**src/rtl/lrpg_pkg.sv**
```systemverilog
// Package for the LED rail power gating policy.
// Operation, mode and action codes, word and state types. No dependencies.
package lrpg_pkg;

  localparam int unsigned DELAY_W = 16;
  localparam int unsigned ELAPSED_W = 16;
  localparam int unsigned DARK_W = 17;
  localparam int unsigned CFG_IDX_W = 1;

  localparam logic [DELAY_W-1:0] BLACKOUT_DELAY_RST = 16'd1000;
  localparam logic [DELAY_W-1:0] SETTLE_TIME_RST = 16'd5;
  localparam logic [DARK_W-1:0] DARK_MAX = {DARK_W{1'b1}};

  typedef enum logic [1:0] {
    OP_FRAME       = 2'd0,
    OP_FORCE_GATED = 2'd1,
    OP_RESET_LIT   = 2'd2
  } op_t;

  typedef enum logic [1:0] {
    MODE_LIT      = 2'd0,
    MODE_GATED    = 2'd1,
    MODE_SETTLING = 2'd2
  } mode_t;

  typedef enum logic [1:0] {
    ACT_TRANSMIT = 2'd0,
    ACT_GATE_OFF = 2'd1,
    ACT_SKIP     = 2'd2,
    ACT_WAKE     = 2'd3
  } action_t;

  typedef enum logic [CFG_IDX_W-1:0] {
    REG_BLACKOUT_DELAY = 1'd0,
    REG_SETTLE_TIME    = 1'd1
  } cfg_idx_t;

  typedef struct packed {
    logic [1:0]           operation;
    logic                 frame_lit;
    logic [ELAPSED_W-1:0] elapsed;
  } in_word_t;

  typedef struct packed {
    logic [1:0] action;
    logic       stable;
  } out_word_t;

  typedef struct packed {
    mode_t               mode;
    logic [DARK_W-1:0]   dark_time;
    logic [DELAY_W-1:0]  settle_left;
  } policy_state_t;

  typedef struct packed {
    logic [DELAY_W-1:0] blackout_delay;
    logic [DELAY_W-1:0] settle_time;
  } cfg_t;

endpackage

```
**src/rtl/lrpg_stream_if.sv**
```systemverilog
// Valid/ready stream interfaces for frame words and result words.
// Depends on lrpg_pkg for field widths.
interface lrpg_in_if;
  logic                           valid;
  logic                           ready;
  logic [1:0]                     operation;
  logic                           frame_lit;
  logic [lrpg_pkg::ELAPSED_W-1:0] elapsed;

  modport source (output valid, output operation, output frame_lit, output elapsed,
                  input ready);
  modport sink (input valid, input operation, input frame_lit, input elapsed,
                output ready);
endinterface

interface lrpg_out_if;
  logic       valid;
  logic       ready;
  logic [1:0] action;
  logic       stable;

  modport source (output valid, output action, output stable, input ready);
  modport sink (input valid, input action, input stable, output ready);
endinterface

```
**src/rtl/lrpg_cfg_regs.sv**
```systemverilog
// Configuration registers: blackout delay and settle time.
// Depends on lrpg_pkg.
module lrpg_cfg_regs (
  input  logic                         clk,
  input  logic                         rst_n,
  input  logic                         cfg_we,
  input  logic [lrpg_pkg::CFG_IDX_W-1:0] cfg_index,
  input  logic [lrpg_pkg::DELAY_W-1:0] cfg_wdata,
  output lrpg_pkg::cfg_t               cfg
);

  lrpg_pkg::cfg_t cfg_r;

  always_ff @(posedge clk) begin
    if (!rst_n) begin
      cfg_r.blackout_delay <= lrpg_pkg::BLACKOUT_DELAY_RST;
      cfg_r.settle_time    <= lrpg_pkg::SETTLE_TIME_RST;
    end else if (cfg_we) begin
      unique case (lrpg_pkg::cfg_idx_t'(cfg_index))
        lrpg_pkg::REG_BLACKOUT_DELAY: cfg_r.blackout_delay <= cfg_wdata;
        lrpg_pkg::REG_SETTLE_TIME:    cfg_r.settle_time    <= cfg_wdata;
        default: ;
      endcase
    end
  end

  assign cfg = cfg_r;

endmodule

```
**src/rtl/lrpg_policy_core.sv**
```systemverilog
// Next-state and result logic for one word of the gating policy.
// Depends on lrpg_pkg.
module lrpg_policy_core (
  input  lrpg_pkg::in_word_t      word,
  input  lrpg_pkg::cfg_t          cfg,
  input  lrpg_pkg::policy_state_t st,
  output lrpg_pkg::policy_state_t st_nxt,
  output lrpg_pkg::out_word_t     res
);

  logic [lrpg_pkg::DARK_W:0]    dark_sum;
  logic [lrpg_pkg::DARK_W-1:0]  dark_sat;
  logic                         dark_expired;
  logic                         settle_running;
  lrpg_pkg::action_t            action;

  // dark accumulate, saturating; compare against delay
  assign dark_sum = {1'b0, st.dark_time} + {{(lrpg_pkg::DARK_W + 1 - lrpg_pkg::ELAPSED_W){1'b0}},
                                            word.elapsed};
  assign dark_sat = dark_sum[lrpg_pkg::DARK_W] ? lrpg_pkg::DARK_MAX
                                               : dark_sum[lrpg_pkg::DARK_W-1:0];
  assign dark_expired = dark_sat >= {{(lrpg_pkg::DARK_W - lrpg_pkg::DELAY_W){1'b0}},
                                     cfg.blackout_delay};
  assign settle_running = st.settle_left > word.elapsed;

  // next state
  always_comb begin
    st_nxt = st;
    unique case (word.operation)
      lrpg_pkg::OP_FRAME: begin
        unique case (st.mode)
          lrpg_pkg::MODE_GATED: begin
            if (word.frame_lit) begin
              st_nxt.mode        = lrpg_pkg::MODE_SETTLING;
              st_nxt.settle_left = cfg.settle_time;
            end
          end
          lrpg_pkg::MODE_SETTLING: begin
            if (settle_running) begin
              st_nxt.settle_left = st.settle_left - word.elapsed;
            end else begin
              st_nxt.settle_left = '0;
              st_nxt.mode        = lrpg_pkg::MODE_LIT;
            end
          end
          default: begin
            // lit, and the unused code behaves as lit
            st_nxt.mode = lrpg_pkg::MODE_LIT;
            if (word.frame_lit) begin
              st_nxt.dark_time = '0;
            end else if (dark_expired) begin
              st_nxt.mode      = lrpg_pkg::MODE_GATED;
              st_nxt.dark_time = '0;
            end else begin
              st_nxt.dark_time = dark_sat;
            end
          end
        endcase
      end
      lrpg_pkg::OP_FORCE_GATED: begin
        st_nxt.mode        = lrpg_pkg::MODE_GATED;
        st_nxt.dark_time   = '0;
        st_nxt.settle_left = '0;
      end
      lrpg_pkg::OP_RESET_LIT: begin
        st_nxt.mode        = lrpg_pkg::MODE_LIT;
        st_nxt.dark_time   = '0;
        st_nxt.settle_left = '0;
      end
      default: ;
    endcase
  end

  // result word
  always_comb begin
    action = lrpg_pkg::ACT_TRANSMIT;
    if (word.operation == lrpg_pkg::OP_FRAME) begin
      unique case (st.mode)
        lrpg_pkg::MODE_GATED:
          action = word.frame_lit ? lrpg_pkg::ACT_WAKE : lrpg_pkg::ACT_SKIP;
        lrpg_pkg::MODE_SETTLING:
          action = settle_running ? lrpg_pkg::ACT_SKIP : lrpg_pkg::ACT_TRANSMIT;
        default:
          action = (!word.frame_lit && dark_expired) ? lrpg_pkg::ACT_GATE_OFF
                                                     : lrpg_pkg::ACT_TRANSMIT;
      endcase
    end
    res.action = action;
    unique case (st_nxt.mode)
      lrpg_pkg::MODE_GATED:    res.stable = 1'b1;
      lrpg_pkg::MODE_SETTLING: res.stable = 1'b0;
      default:                 res.stable = (st_nxt.dark_time == '0);
    endcase
  end

endmodule

```
**src/rtl/led_rail_power_gating_policy.sv**
```systemverilog
// Top level of the LED rail power gating policy.
// Depends on lrpg_pkg, lrpg_stream_if, lrpg_cfg_regs and lrpg_policy_core.

// One frame word in, one result word out. A word accepted on in_ch lands in
// an input register. From there the policy logic (one 17-bit saturating
// add and compare, one 16-bit compare and subtract) forms the next mode, dark
// and settle state and the result word; the state register and the result
// register load together when the result slot is free, and the result is then
// valid on out_ch. Sustained rate is one word per cycle while out_ch does not stall:
// the input register refills in the same cycle it hands its word on, and
// out_ch back-pressure only stalls the pipe, never drops or repeats a word.
// State updates in acceptance order, so back-to-back frames see the state the
// previous frame left. Registers (blackout_delay index 0, settle_time index 1)
// are to be written through cfg_we/cfg_index/cfg_wdata only while idle; the
// block itself does not enforce this.
module led_rail_power_gating_policy (
  input  logic                           clk,
  input  logic                           rst_n,
  lrpg_in_if.sink                        in_ch,
  lrpg_out_if.source                     out_ch,
  input  logic                           cfg_we,
  input  logic [lrpg_pkg::CFG_IDX_W-1:0] cfg_index,
  input  logic [lrpg_pkg::DELAY_W-1:0]   cfg_wdata
);

  lrpg_pkg::cfg_t          cfg;
  lrpg_pkg::policy_state_t st_r;
  lrpg_pkg::policy_state_t st_nxt;
  lrpg_pkg::in_word_t      in_word_r;
  lrpg_pkg::out_word_t     res_nxt;
  lrpg_pkg::out_word_t     res_r;
  logic                    in_valid_r;
  logic                    out_valid_r;
  logic                    advance;
  logic                    in_take;

  lrpg_cfg_regs u_cfg (
    .clk       (clk),
    .rst_n     (rst_n),
    .cfg_we    (cfg_we),
    .cfg_index (cfg_index),
    .cfg_wdata (cfg_wdata),
    .cfg       (cfg)
  );

  lrpg_policy_core u_core (
    .word   (in_word_r),
    .cfg    (cfg),
    .st     (st_r),
    .st_nxt (st_nxt),
    .res    (res_nxt)
  );

  // result slot is free when empty or being drained this cycle
  assign advance     = !out_valid_r || out_ch.ready;
  assign in_ch.ready = !in_valid_r || advance;
  assign in_take     = in_ch.valid && in_ch.ready;

  // input register
  always_ff @(posedge clk) begin
    if (!rst_n) begin
      in_valid_r <= 1'b0;
    end else if (in_ch.ready) begin
      in_valid_r <= in_ch.valid;
    end
  end

  always_ff @(posedge clk) begin
    if (in_take) begin
      in_word_r.operation <= in_ch.operation;
      in_word_r.frame_lit <= in_ch.frame_lit;
      in_word_r.elapsed   <= in_ch.elapsed;
    end
  end

  // policy state commits only when the word moves into the result slot
  always_ff @(posedge clk) begin
    if (!rst_n) begin
      st_r.mode        <= lrpg_pkg::MODE_LIT;
      st_r.dark_time   <= '0;
      st_r.settle_left <= '0;
    end else if (in_valid_r && advance) begin
      st_r <= st_nxt;
    end
  end

  // result register
  always_ff @(posedge clk) begin
    if (!rst_n) begin
      out_valid_r <= 1'b0;
    end else if (advance) begin
      out_valid_r <= in_valid_r;
    end
  end

  always_ff @(posedge clk) begin
    if (in_valid_r && advance) begin
      res_r <= res_nxt;
    end
  end

  assign out_ch.valid  = out_valid_r;
  assign out_ch.action = res_r.action;
  assign out_ch.stable = res_r.stable;

endmodule

```
**src/flat_wrapper.sv**
```systemverilog
// flat-port wrapper written by rule: the top's interface ports become plain ports
module led_rail_power_gating_policy_flat 
  (clk, rst_n, cfg_we, cfg_index, cfg_wdata, in_ch_valid, in_ch_operation, in_ch_frame_lit, in_ch_elapsed, in_ch_ready, out_ch_valid, out_ch_action, out_ch_stable, out_ch_ready);
  lrpg_in_if in_ch_i ();
  lrpg_out_if out_ch_i ();
  input  logic clk;
  input  logic rst_n;
  input  logic cfg_we;
  input  logic [lrpg_pkg::CFG_IDX_W-1:0] cfg_index;
  input  logic [lrpg_pkg::DELAY_W-1:0] cfg_wdata;
  input wire logic [$bits(in_ch_i.valid)-1:0] in_ch_valid;
  input wire logic [$bits(in_ch_i.operation)-1:0] in_ch_operation;
  input wire logic [$bits(in_ch_i.frame_lit)-1:0] in_ch_frame_lit;
  input wire logic [$bits(in_ch_i.elapsed)-1:0] in_ch_elapsed;
  output wire logic [$bits(in_ch_i.ready)-1:0] in_ch_ready;
  output wire logic [$bits(out_ch_i.valid)-1:0] out_ch_valid;
  output wire logic [$bits(out_ch_i.action)-1:0] out_ch_action;
  output wire logic [$bits(out_ch_i.stable)-1:0] out_ch_stable;
  input wire logic [$bits(out_ch_i.ready)-1:0] out_ch_ready;
  assign in_ch_i.valid = in_ch_valid;
  assign in_ch_i.operation = in_ch_operation;
  assign in_ch_i.frame_lit = in_ch_frame_lit;
  assign in_ch_i.elapsed = in_ch_elapsed;
  assign in_ch_ready = in_ch_i.ready;
  assign out_ch_valid = out_ch_i.valid;
  assign out_ch_action = out_ch_i.action;
  assign out_ch_stable = out_ch_i.stable;
  assign out_ch_i.ready = out_ch_ready;
  led_rail_power_gating_policy u_core (.clk(clk), .rst_n(rst_n), .in_ch(in_ch_i), .out_ch(out_ch_i), .cfg_we(cfg_we), .cfg_index(cfg_index), .cfg_wdata(cfg_wdata));
endmodule
```
**config.mk**
```make
export PLATFORM = sky130hd
export DESIGN_NAME = led_rail_power_gating_policy_flat
export DESIGN_NICKNAME = d
export VERILOG_FILES = /design/src/rtl/lrpg_pkg.sv /design/src/rtl/lrpg_stream_if.sv /design/src/rtl/lrpg_cfg_regs.sv /design/src/rtl/lrpg_policy_core.sv /design/src/rtl/led_rail_power_gating_policy.sv /design/src/flat_wrapper.sv
export SDC_FILE = /design/constraint.sdc
export NUM_CORES = 1
export LEC_CHECK = 0
export BUFFER_PORTS_ARGS = -buffer_cell sky130_fd_sc_hd__buf_2
export CORE_ASPECT_RATIO = 0.9
export CORE_MARGIN = 8
export CORE_UTILIZATION = 58
export DETAILED_ROUTE_END_ITERATION = 10
export GPL_TIMING_DRIVEN = 0
export PLACE_DENSITY = 0.8
export SYNTH_ARGS = -nofsm -noshare
export SYNTH_HDL_FRONTEND = slang
export SYNTH_SLANG_ARGS = --single-unit
export TNS_END_PERCENT = 50
```
**constraint.sdc**
```tcl
create_clock -name clk -period 6.7 [get_ports clk]
set_input_delay 2.01 -clock clk [delete_from_list [all_inputs] [get_ports clk]]
set_output_delay 2.01 -clock clk [all_outputs]
set_load 0.1 [all_outputs]
```
======== Yosys cells after proc, flatten, opt, wreduce, memory -nomap -nowiden ========
Cells that the tools add are included.
cells by class
  add/sub/neg operators ................... 2
  $lt $le $gt $ge ......................... 2
  equal/unequal tests ..................... 8
  muxes and demuxes ....................... 18
  bitwise logic cells ..................... 1
  reductions and logical operators ........ 15
operator list
  kind                count
  $pmux 35 s3         1
  $mux 17             4
  $mux 16             2
  $pmux 16 s2         1
  $add 17x16->18      1
  $ge 17x16->1        1
  $logic_not 17->1    1
  $gt 16x16->1        1
  $sub 16x16->16      1
  $pmux 2 s2          2
  $eq 2x1->1 const B  3
  $eq 2x2->1 const B  3
  $mux 2              3
  $mux 1              4
  $reduce_and 2->1    2
  $reduce_and 4->1    1
  $logic_and 1x1->1   3
  $logic_not 1->1     3
  $ne 3x1->1 const B  1
  $ne 3x2->1 const B  1
  $reduce_bool 3->1   1
  $logic_not 2->1     1
  $logic_or 1x1->1    2
  $pmux 1 s2          1
  other kinds (2)     2
word-level totals
  flip-flop bits (word level) ............. 91
  output and inout port bits .............. 5
  logic and storage cells ................. 58

======== Logic depth before layout (Yosys ltp) ========
Gate-level depths: netlist of run 1.
  word-level depth ........................ 9
  mapped depth ............................ 27
  depth with buffers taken out ............ 26

======== Cells and area by module ========
A second synthesis of run 1 with hierarchy kept.
unflattened totals
  cells, all modules ...................... 768
  area total of the unflattened synthesis .. 6,478.7 um2
modules (own cells, without submodules)
  module                        times used  cells each  area each (um2)
  lrpg_policy_core              1           452         3,076.7
  led_rail_power_gating_policy  1           183         2,157.1
  lrpg_cfg_regs                 1           133         1,244.9

======== Worst setup path before layout of run 1 ========
OpenSTA, ideal clock, no wires.
  path type ............................... register -> register
  from .................................... reg u_core.in_word_r[0] (netlist bit)
  to ...................................... reg u_core.res_r, in the netlist u_core.out_ch.stable (data pin)
  library setup time ...................... 0.259 ns
  arrival ................................. 4.903 ns
  required time ........................... 6.441 ns
  path slack .............................. 1.538 ns
  stages on the path, launching flop included .. 28
  clock period less this slack ............ 5.162 ns
  cell sequence ........................... edfxtp_1 -> ha_1 -> fa_1 -> a21o_1 -> o2bb2ai_1 -> o41a_1 -> a21o_1 -> a21oi_1 -> xnor2_1 -> nand2_1 -> ha_1 -> a21o_1 -> a21oi_1 -> o21ai_0 -> nand2_1 -> a31o_2 -> clkbuf_1 -> nand2_1 -> a221oi_1 -> o21ai_1 -> ha_1 -> nand3_1 -> nor2_1 -> a31oi_1 -> nor3_1 -> and4_1 -> nand4b_1 -> o21ai_1
RTL lines
  what                  RTL line                            RTL
  start, declared       led_rail_power_gating_policy.sv:29  lrpg_pkg::in_word_t in_word_r;
  end signal, assigned  led_rail_power_gating_policy.sv:98  res_r <= res_nxt;
  end, declared         led_rail_power_gating_policy.sv:31  lrpg_pkg::out_word_t res_r;

==> flow_summary.yaml, run 1 <==
finish:
  final_area_sq_um: 6299
  final_nets: 853
  n_antenna_cell: 0
  synthToLayoutAreaGrowth_pct: 9.985
  fillCellCount: 817
  drive_above_1_share_pct: 10.73
yosys:
  ys_ff_latch: 91
  synth_nets: 796
  syn_area_per_cell_sq_um: 8.158
  yosys_warnings: 0
  async_flop_share_pct: 0
  syn-instance-count: 702
  syn_area_sq_um: 5727
  synth-seq-area-share_pct: 35.66
  yosysUniqueCellTypes: 69
  synth-main-ff-cell: "dfxtp_1"
  synth_edf_count: 22
sta:
  finClkSkew_ns: 0.02179
  fin_ws_ns: 0.3926
  rsz0062_at_grt: "no"
  max_slew_margin_pct: 36.33
  setup_viol: 0
  tightest_slew_ns: 0.9550
  fin_crit_ns: 6.307
  final-hold-violation-count: 0
  timing.setup.tns_ns: 0
  timing.final.crit_share_pct: 94.14
  slew_violations: 0
  fmax_mhz: 158.5
clocking:
  cts.path.max_buffers: 2
  htree_levels: 3
  numCtsBuffers: 9
  path_clk_slew_ns: 0.10
  clock-root-buffer: "clkbuf_8"
  numClockSinks: 91
  cts_tree: "done"
  insertion_delay_ns: 0.38
place:
  placed_area_sq_um: 6110
  dp_hpwl_um: 12630
  place_ws_ns: 0.5404
  io_buffer_count: 45
  gp_congestion: 0.9114
global_route:
  grt_usage_pct: 24.82
  grt_max_degree: 20
  grt.busiest_layer: "met2"
  grt_first_pass_wirelength_um: 26230
  grt_pass1_vias: 5167
  grt_use_met3_pct: 5.804
  antenna_found_initial: 0
  overflow: 0
  grt_use_met1_pct: 32.84
  met2_usage_pct: 39.48
route:
  route.detailed.drc: 0
  post_drt_wl_per_cell_um: 18.34
  drtPass1Iterations: 6
  vias: 5523
  drt-total-wl_um: 16320
  viasPerCell: 6.206
  ant_nets: 0
  drt_iter0_drc: 549
min_path:
  holdPathEnd: "u_core.u_cfg.cfg[26]"
  hold_start: "u_core.u_cfg.cfg[26]"
  hold_depth: 2
  hold_path.class: "flop to flop"
worst_setup_path:
  r2r-end: "u_core.out_ch.stable"
  cp.arrival_ns: 6.51
  cp-start-kind: "flop"
  crit_path_end_kind: "flop"
  critical_path_class: "flop to flop"
  r2r_slack_ns: 0.39
  r2r_start: "u_core.in_word_r[0]"
  r2r_cells: 27
  path_max_fanout: 10
  critical_path_required_ns: 6.91
power:
  power_density_nw_per_um2: 181.6
  peakVddDrop_mv: 0.1536
  power_leakage_nw: 2.631
die:
  die_w_um: 120.7
  die-area_sq_um: 13310
  coreArea_sq_um: 9657
  pin_count: 46
  row_count: 34
  dieHeight_um: 110.3
  initial_core_util_pct: 59.30
flow_run:
  drv_cap: 0
run_status:
  status: "finished clean"
[layer usage]
| layer | wire, um | up-vias |
|---|---|---|
| met5 | 0 | - |
| met4 | 374 | 0 |
| met3 | 1686 | 29 |
| met2 | 7105 | 279 |
| met1 | 7153 | 2573 |
| li1 | - | 2642 |
[report_power, final]
part	internal (W)	switching (W)
Clock	0.000141	0.000218
Sequential	0.000583	0.0000139
Combinational	0.0000655	0.000122
Total	0.000789	0.000354
[through the flow]
stage,hold WS (ns),total power [W],utilization [%],cells
floorplan,0.4318,0.0007300,-,702
global placement,0.4463,0.0007839,63.27,873
detailed placement,0.4477,0.0007907,63.27,873
CTS,0.4615,0.001144,65.13,889
global route,0.4716,0.001196,65.22,890
finish,0.4602,0.001144,65.22,890
[layout make-up]
| type | count | area (sq um) | area share, % |
|---|---|---|---|
| tap | 126 | 157.7 | 2.503 |
| clock inverter | 7 | 56.30 | 0.8939 |
| sequential | 91 | 2042 | 32.42 |
| buffer | 29 | 122.6 | 1.947 |
| inverter | 54 | 202.7 | 3.218 |
| clock buffer | 9 | 123.9 | 1.967 |
| multi-input combinational | 528 | 3361 | 53.36 |
| timing repair buffer | 46 | 232.7 | 3.695 |
[how the worst max path moves through the flow]
stage,startpoint,endpoint,slack (ns),cells after the start
global placement,u_core.in_word_r[6],u_core.out_ch.stable,0.61,25
finish,u_core.in_word_r[0],u_core.out_ch.stable,0.39,27
detailed placement,u_core.in_word_r[6],u_core.out_ch.stable,0.54,25
CTS,u_core.in_word_r[6],u_core.out_ch.stable,0.48,25
floorplan,u_core.in_word_r[0],u_core.out_ch.stable,1.54,27
global route,u_core.in_word_r[0],u_core.out_ch.stable,0.11,27
[kinds of logic (layout without fill, tap and decap cells)]
logic type / after synthesis / in the layout / synth area share [%]
AOI/OAI and AO/OA: 204 / 204 / 23.16
adders and majority gates: 53 / 53 / 11.84
muxes: 2 / 2 / 0.3714
DFF: 91 / 91 / 35.66
and+or+nand+nor: 250 / 250 / 20.41
xor gates and xnor gates: 19 / 19 / 2.906
buffers and inverters: 83 / 145 / 5.659
[what timing repair did]
action / 4_1_cts / 5_1_grt
gates resized for setup: 0 / 2
buffers inserted: 0 / 0
endpoints found under the setup margin: 0 / 1
hold buffers: 0 / 0
[synth_stat cells (all sizes together) (3+ instances only)]
cell type | count | area share, %
nand2 | 108 | 7.1
a21oi | 78 | 6.8
dfxtp | 69 | 24
inv | 54 | 3.5
ha | 51 | 11
nor2 | 48 | 3.2
o21ai | 32 | 2.9
clkbuf | 22 | 1.4
edfxtp | 22 | 12
nand4 | 15 | 1.6
o211ai | 15 | 2.0
nand3 | 13 | 1.2
nor3 | 12 | 1.0
xnor2 | 12 | 1.8
a21o | 10 | 1.3
nand2b | 10 | 1.1
and3 | 9 | 0.98
nor2b | 9 | 0.98
a22oi | 7 | 0.92
buf | 7 | 0.68
nor4 | 7 | 0.76
o21a | 7 | 0.92
xor2 | 7 | 1.1
a211oi | 5 | 0.74
a2bb2oi | 5 | 0.76
a31oi | 5 | 0.66
or3 | 5 | 0.55
a22o | 4 | 0.61
a31o | 4 | 0.61
o22ai | 4 | 0.44
a311oi | 3 | 0.46
and4 | 3 | 0.46
o2111ai | 3 | 0.46
o21bai | 3 | 0.39
or2 | 3 | 0.33
[placed cells by master, fill, tap and decap left out, drive strengths merged, types with 10 or more instances in the layout]
master	synthesis	final
xnor2	12	12
nand3	13	13
nor3	12	12
dfxtp	69	69
nand2b	10	10
nand2	108	108
buf	7	53
a21o	10	10
o21ai	32	32
nor2	48	48
a21oi	78	78
edfxtp	22	22
clkbuf	22	31
ha	51	51
nand4	15	15
o211ai	15	15
inv	54	59
[worst max-delay path, stage by stage, from the launching register on]
cell       delay [ns]
edfxtp_1         0.45
ha_1             0.27
fa_1             0.42
a21o_1           0.22
o2bb2ai_1        0.17
o41a_1           0.41
a21o_1           0.22
a21oi_1          0.18
xnor2_1          0.22
nand2_1          0.10
ha_1             0.30
a21o_1           0.18
a21oi_1          0.14
o21ai_0          0.11
nand2_1          0.08
a31o_2           0.18
clkbuf_1         0.36
nand2_1          0.16
a221oi_1         0.48
o21ai_1          0.12
ha_1             0.33
nand3_1          0.07
nor2_1           0.10
a31oi_1          0.07
nor3_1           0.24
and4_1           0.23
nand4b_1         0.10
o21ai_1          0.23
[registers in the layout (all words and copies together), names as in the netlist]
name                  flops
u_core.in_valid_r         1
u_core.in_word_r         19
u_core.out_ch.action      2
u_core.out_ch.stable      1
u_core.out_ch.valid       1
u_core.st_r              35
u_core.u_cfg.cfg         32
No activity file was read; power rests on OpenSTA's default activity.
==> run 2, diff against run 1 <==
--- a/config.mk
+++ b/config.mk
@@ -6,12 +6,14 @@
 export NUM_CORES = 1
 export LEC_CHECK = 0
 export BUFFER_PORTS_ARGS = -buffer_cell sky130_fd_sc_hd__buf_2
+export CAP_MARGIN = 40
 export CORE_ASPECT_RATIO = 0.9
 export CORE_MARGIN = 8
-export CORE_UTILIZATION = 58
+export CORE_UTILIZATION = 48
 export DETAILED_ROUTE_END_ITERATION = 10
 export GPL_TIMING_DRIVEN = 0
-export PLACE_DENSITY = 0.8
+export PLACE_DENSITY = 0.68
+export RECOVER_POWER = 50
 export SYNTH_ARGS = -nofsm -noshare
 export SYNTH_HDL_FRONTEND = slang
 export SYNTH_SLANG_ARGS = --single-unit
==> run 2 against run 1 <==
- global-route usage is 4.1 points lower
- critical path depth is 3 lower
- power is 12% higher
- sequential power hardly changed
- die area is 18% higher
==> flow_summary.yaml, run 2 (synthesis gave the netlist of run 1 again) <==
run_status:
  status: "finished clean"
power:
  power_density_nw_per_um2: 198.6
  peakVddDrop_mv: 0.1570
  power_leakage_nw: 2.666
sta:
  tightest_slew_ns: 0.6964
  slew_violations: 0
  hold_ws_ns: 0.4607
  final-hold-violation-count: 0
  max_slew_margin_pct: 53.29
  fmax_mhz: 167.2
  finClkSkew_ns: 0.008195
  timing.setup.tns_ns: 0
  timing.final.crit_share_pct: 89.25
  rsz0062_at_grt: "no"
  fin_crit_ns: 5.980
  setup_viol: 0
min_path:
  hold_start: "u_core.u_cfg.cfg[1]"
  holdPathEnd: "u_core.u_cfg.cfg[1]"
  hold_path.class: "flop to flop"
  hold_depth: 2
finish:
  regMostFlops: "u_core.st_r"
  final_nets: 853
  synthToLayoutAreaGrowth_pct: 12.30
  mostFrequentLayoutCell: "nand2_1"
  largest_reg_flops: 35
  regArea_sq_um: 2042
  layout_common_cells: "108 x nand2_1, 78 x a21oi_1, 69 x dfxtp_1, 54 x inv_1, 51 x ha_1"
  n_antenna_cell: 0
  fillCellCount: 1136
  drive_above_1_share_pct: 10.08
  multi_input_area_sq_um: 3354
global_route:
  grt_max_degree: 20
  antenna_found_initial: 0
  grt.busiest_layer: "met2"
  overflow: 0
  grt_use_met3_pct: 5.263
  grt_pass1_vias: 5167
  grt_first_pass_wirelength_um: 26350
  grt_usage_pct: 20.76
  grt_use_met1_pct: 28.01
  met2_usage_pct: 31.83
die:
  initial_core_util_pct: 48.37
  die-area_sq_um: 15690
  die_w_um: 131.1
  dieHeight_um: 119.6
  row_count: 38
  pin_count: 46
  coreArea_sq_um: 11840
worst_setup_path:
  critical-path-slowest-cell: "a2111oi_0"
  critical-path-max-stage-delay_ns: 0.47
  path_max_fanout: 11
  crit_chain: "ha_1 > a2111oi_0 > o21a_1 > nor3_1 > o21ai_1 > clkbuf_1 > nand2_1 > ha_1 > a21o_1 > a21oi_1 > a31oi_1 > o2111ai_1 > a31o_2 > nand2_1 > a221oi_1 > o21ai_1 > ha_1 > nand3_1 > nor2_1 > a31oi_1 > nor3_1 > and4_1 > nand4b_1 > o21ai_1"
  cp.arrival_ns: 6.19
  critical_path_required_ns: 6.91
  r2r_slack_ns: 0.72
  critical_path_class: "flop to flop"
  r2r_cells: 24
  critPathLaunch: "u_core.in_word_r[6]"
  cp-start-kind: "flop"
  r2r_start: "u_core.in_word_r[6]"
  r2r-end: "u_core.out_ch.stable"
  crit_path_end_kind: "flop"
route:
  post_drt_wl_per_cell_um: 18.02
  ant_nets: 0
  drt_iter0_drc: 422
  vias: 5417
  route.detailed.drc: 0
  drt-total-wl_um: 16650
  viasPerCell: 5.863
  drtPass1Iterations: 6
place:
  gp_congestion: 0.9228
  io_buffer_count: 45
  dp_hpwl_um: 13130
clocking:
  cts.path.max_buffers: 2
  insertion_delay_ns: 0.35
  path_clk_slew_ns: 0.07
  cts.hold.buffers_added: 0
  numCtsBuffers: 9
  cts_tree: "done"
  post_cts_buffers: 0
  clock-root-buffer: "clkbuf_16"
  cts-resized-gates: 0
  htree_levels: 3
  numClockSinks: 91
flow_run:
  drv_cap: 0
## run 2: layout make-up
class,instances,area share [%]
Multi-Input combinational cell,528,52.16
Sequential cell,91,31.75
Timing Repair Buffer,47,3.580
Clock buffer,9,3.502
Inverter,54,3.152
Tap cell,160,3.113
Buffer,28,1.829
Clock inverter,7,0.9144
## run 2: where the power goes
part	leakage, nW	internal (W)	switching (W)
clock network	0.140	0.000259	0.000239
logic	1.75	0.0000645	0.000118
registers	0.774	0.000583	0.0000145
total	2.67	0.000906	0.000371
## run 2: worst max path at each step
stage	endpoint	cells past startpoint
6_report	u_core.out_ch.stable	24
5_1_grt	u_core.out_ch.stable	24
4_1_cts	u_core.out_ch.stable	25
3_5_place_dp	u_core.out_ch.stable	25
3_3_place_gp	u_core.out_ch.stable	25
2_1_floorplan	u_core.out_ch.stable	27
## run 2: critical path: cells and delay by family (launching register included)
family / cells / cell delay [ns]
AND/OR/NAND/NOR: 8 / 1.10
flip-flops: 1 / 0.44
buffers and inverters: 1 / 0.37
adder cells (fa/ha/maj): 3 / 1.07
AO/OA/AOI/OAI: 12 / 2.84
## run 2: layer usage
layer | wire (um) | vias to the layer above | part of all wire [%]
li1 | - | 2644 | -
met1 | 7650 | 2563 | 46
met2 | 7143 | 186 | 43
met3 | 1529 | 24 | 9.2
met4 | 330 | 0 | 2.0
met5 | 0 | - | 0
## run 2: stage by stage
stage / utilization (%) / cells / instance area (sq um) / power [W] / worst slack (ns)
after floorplan: - / 702 / 5727 / 0.0007300 / 1.538
after global placement: 51.97 / 907 / 6152 / 0.0007848 / 0.5873
after detailed placement: 52.01 / 908 / 6157 / 0.0007906 / 0.5717
after CTS: 54.41 / 924 / 6441 / 0.001282 / 0.5307
after global routing: 54.32 / 924 / 6431 / 0.001325 / 0.1972
final: 54.32 / 924 / 6431 / 0.001277 / 0.7202
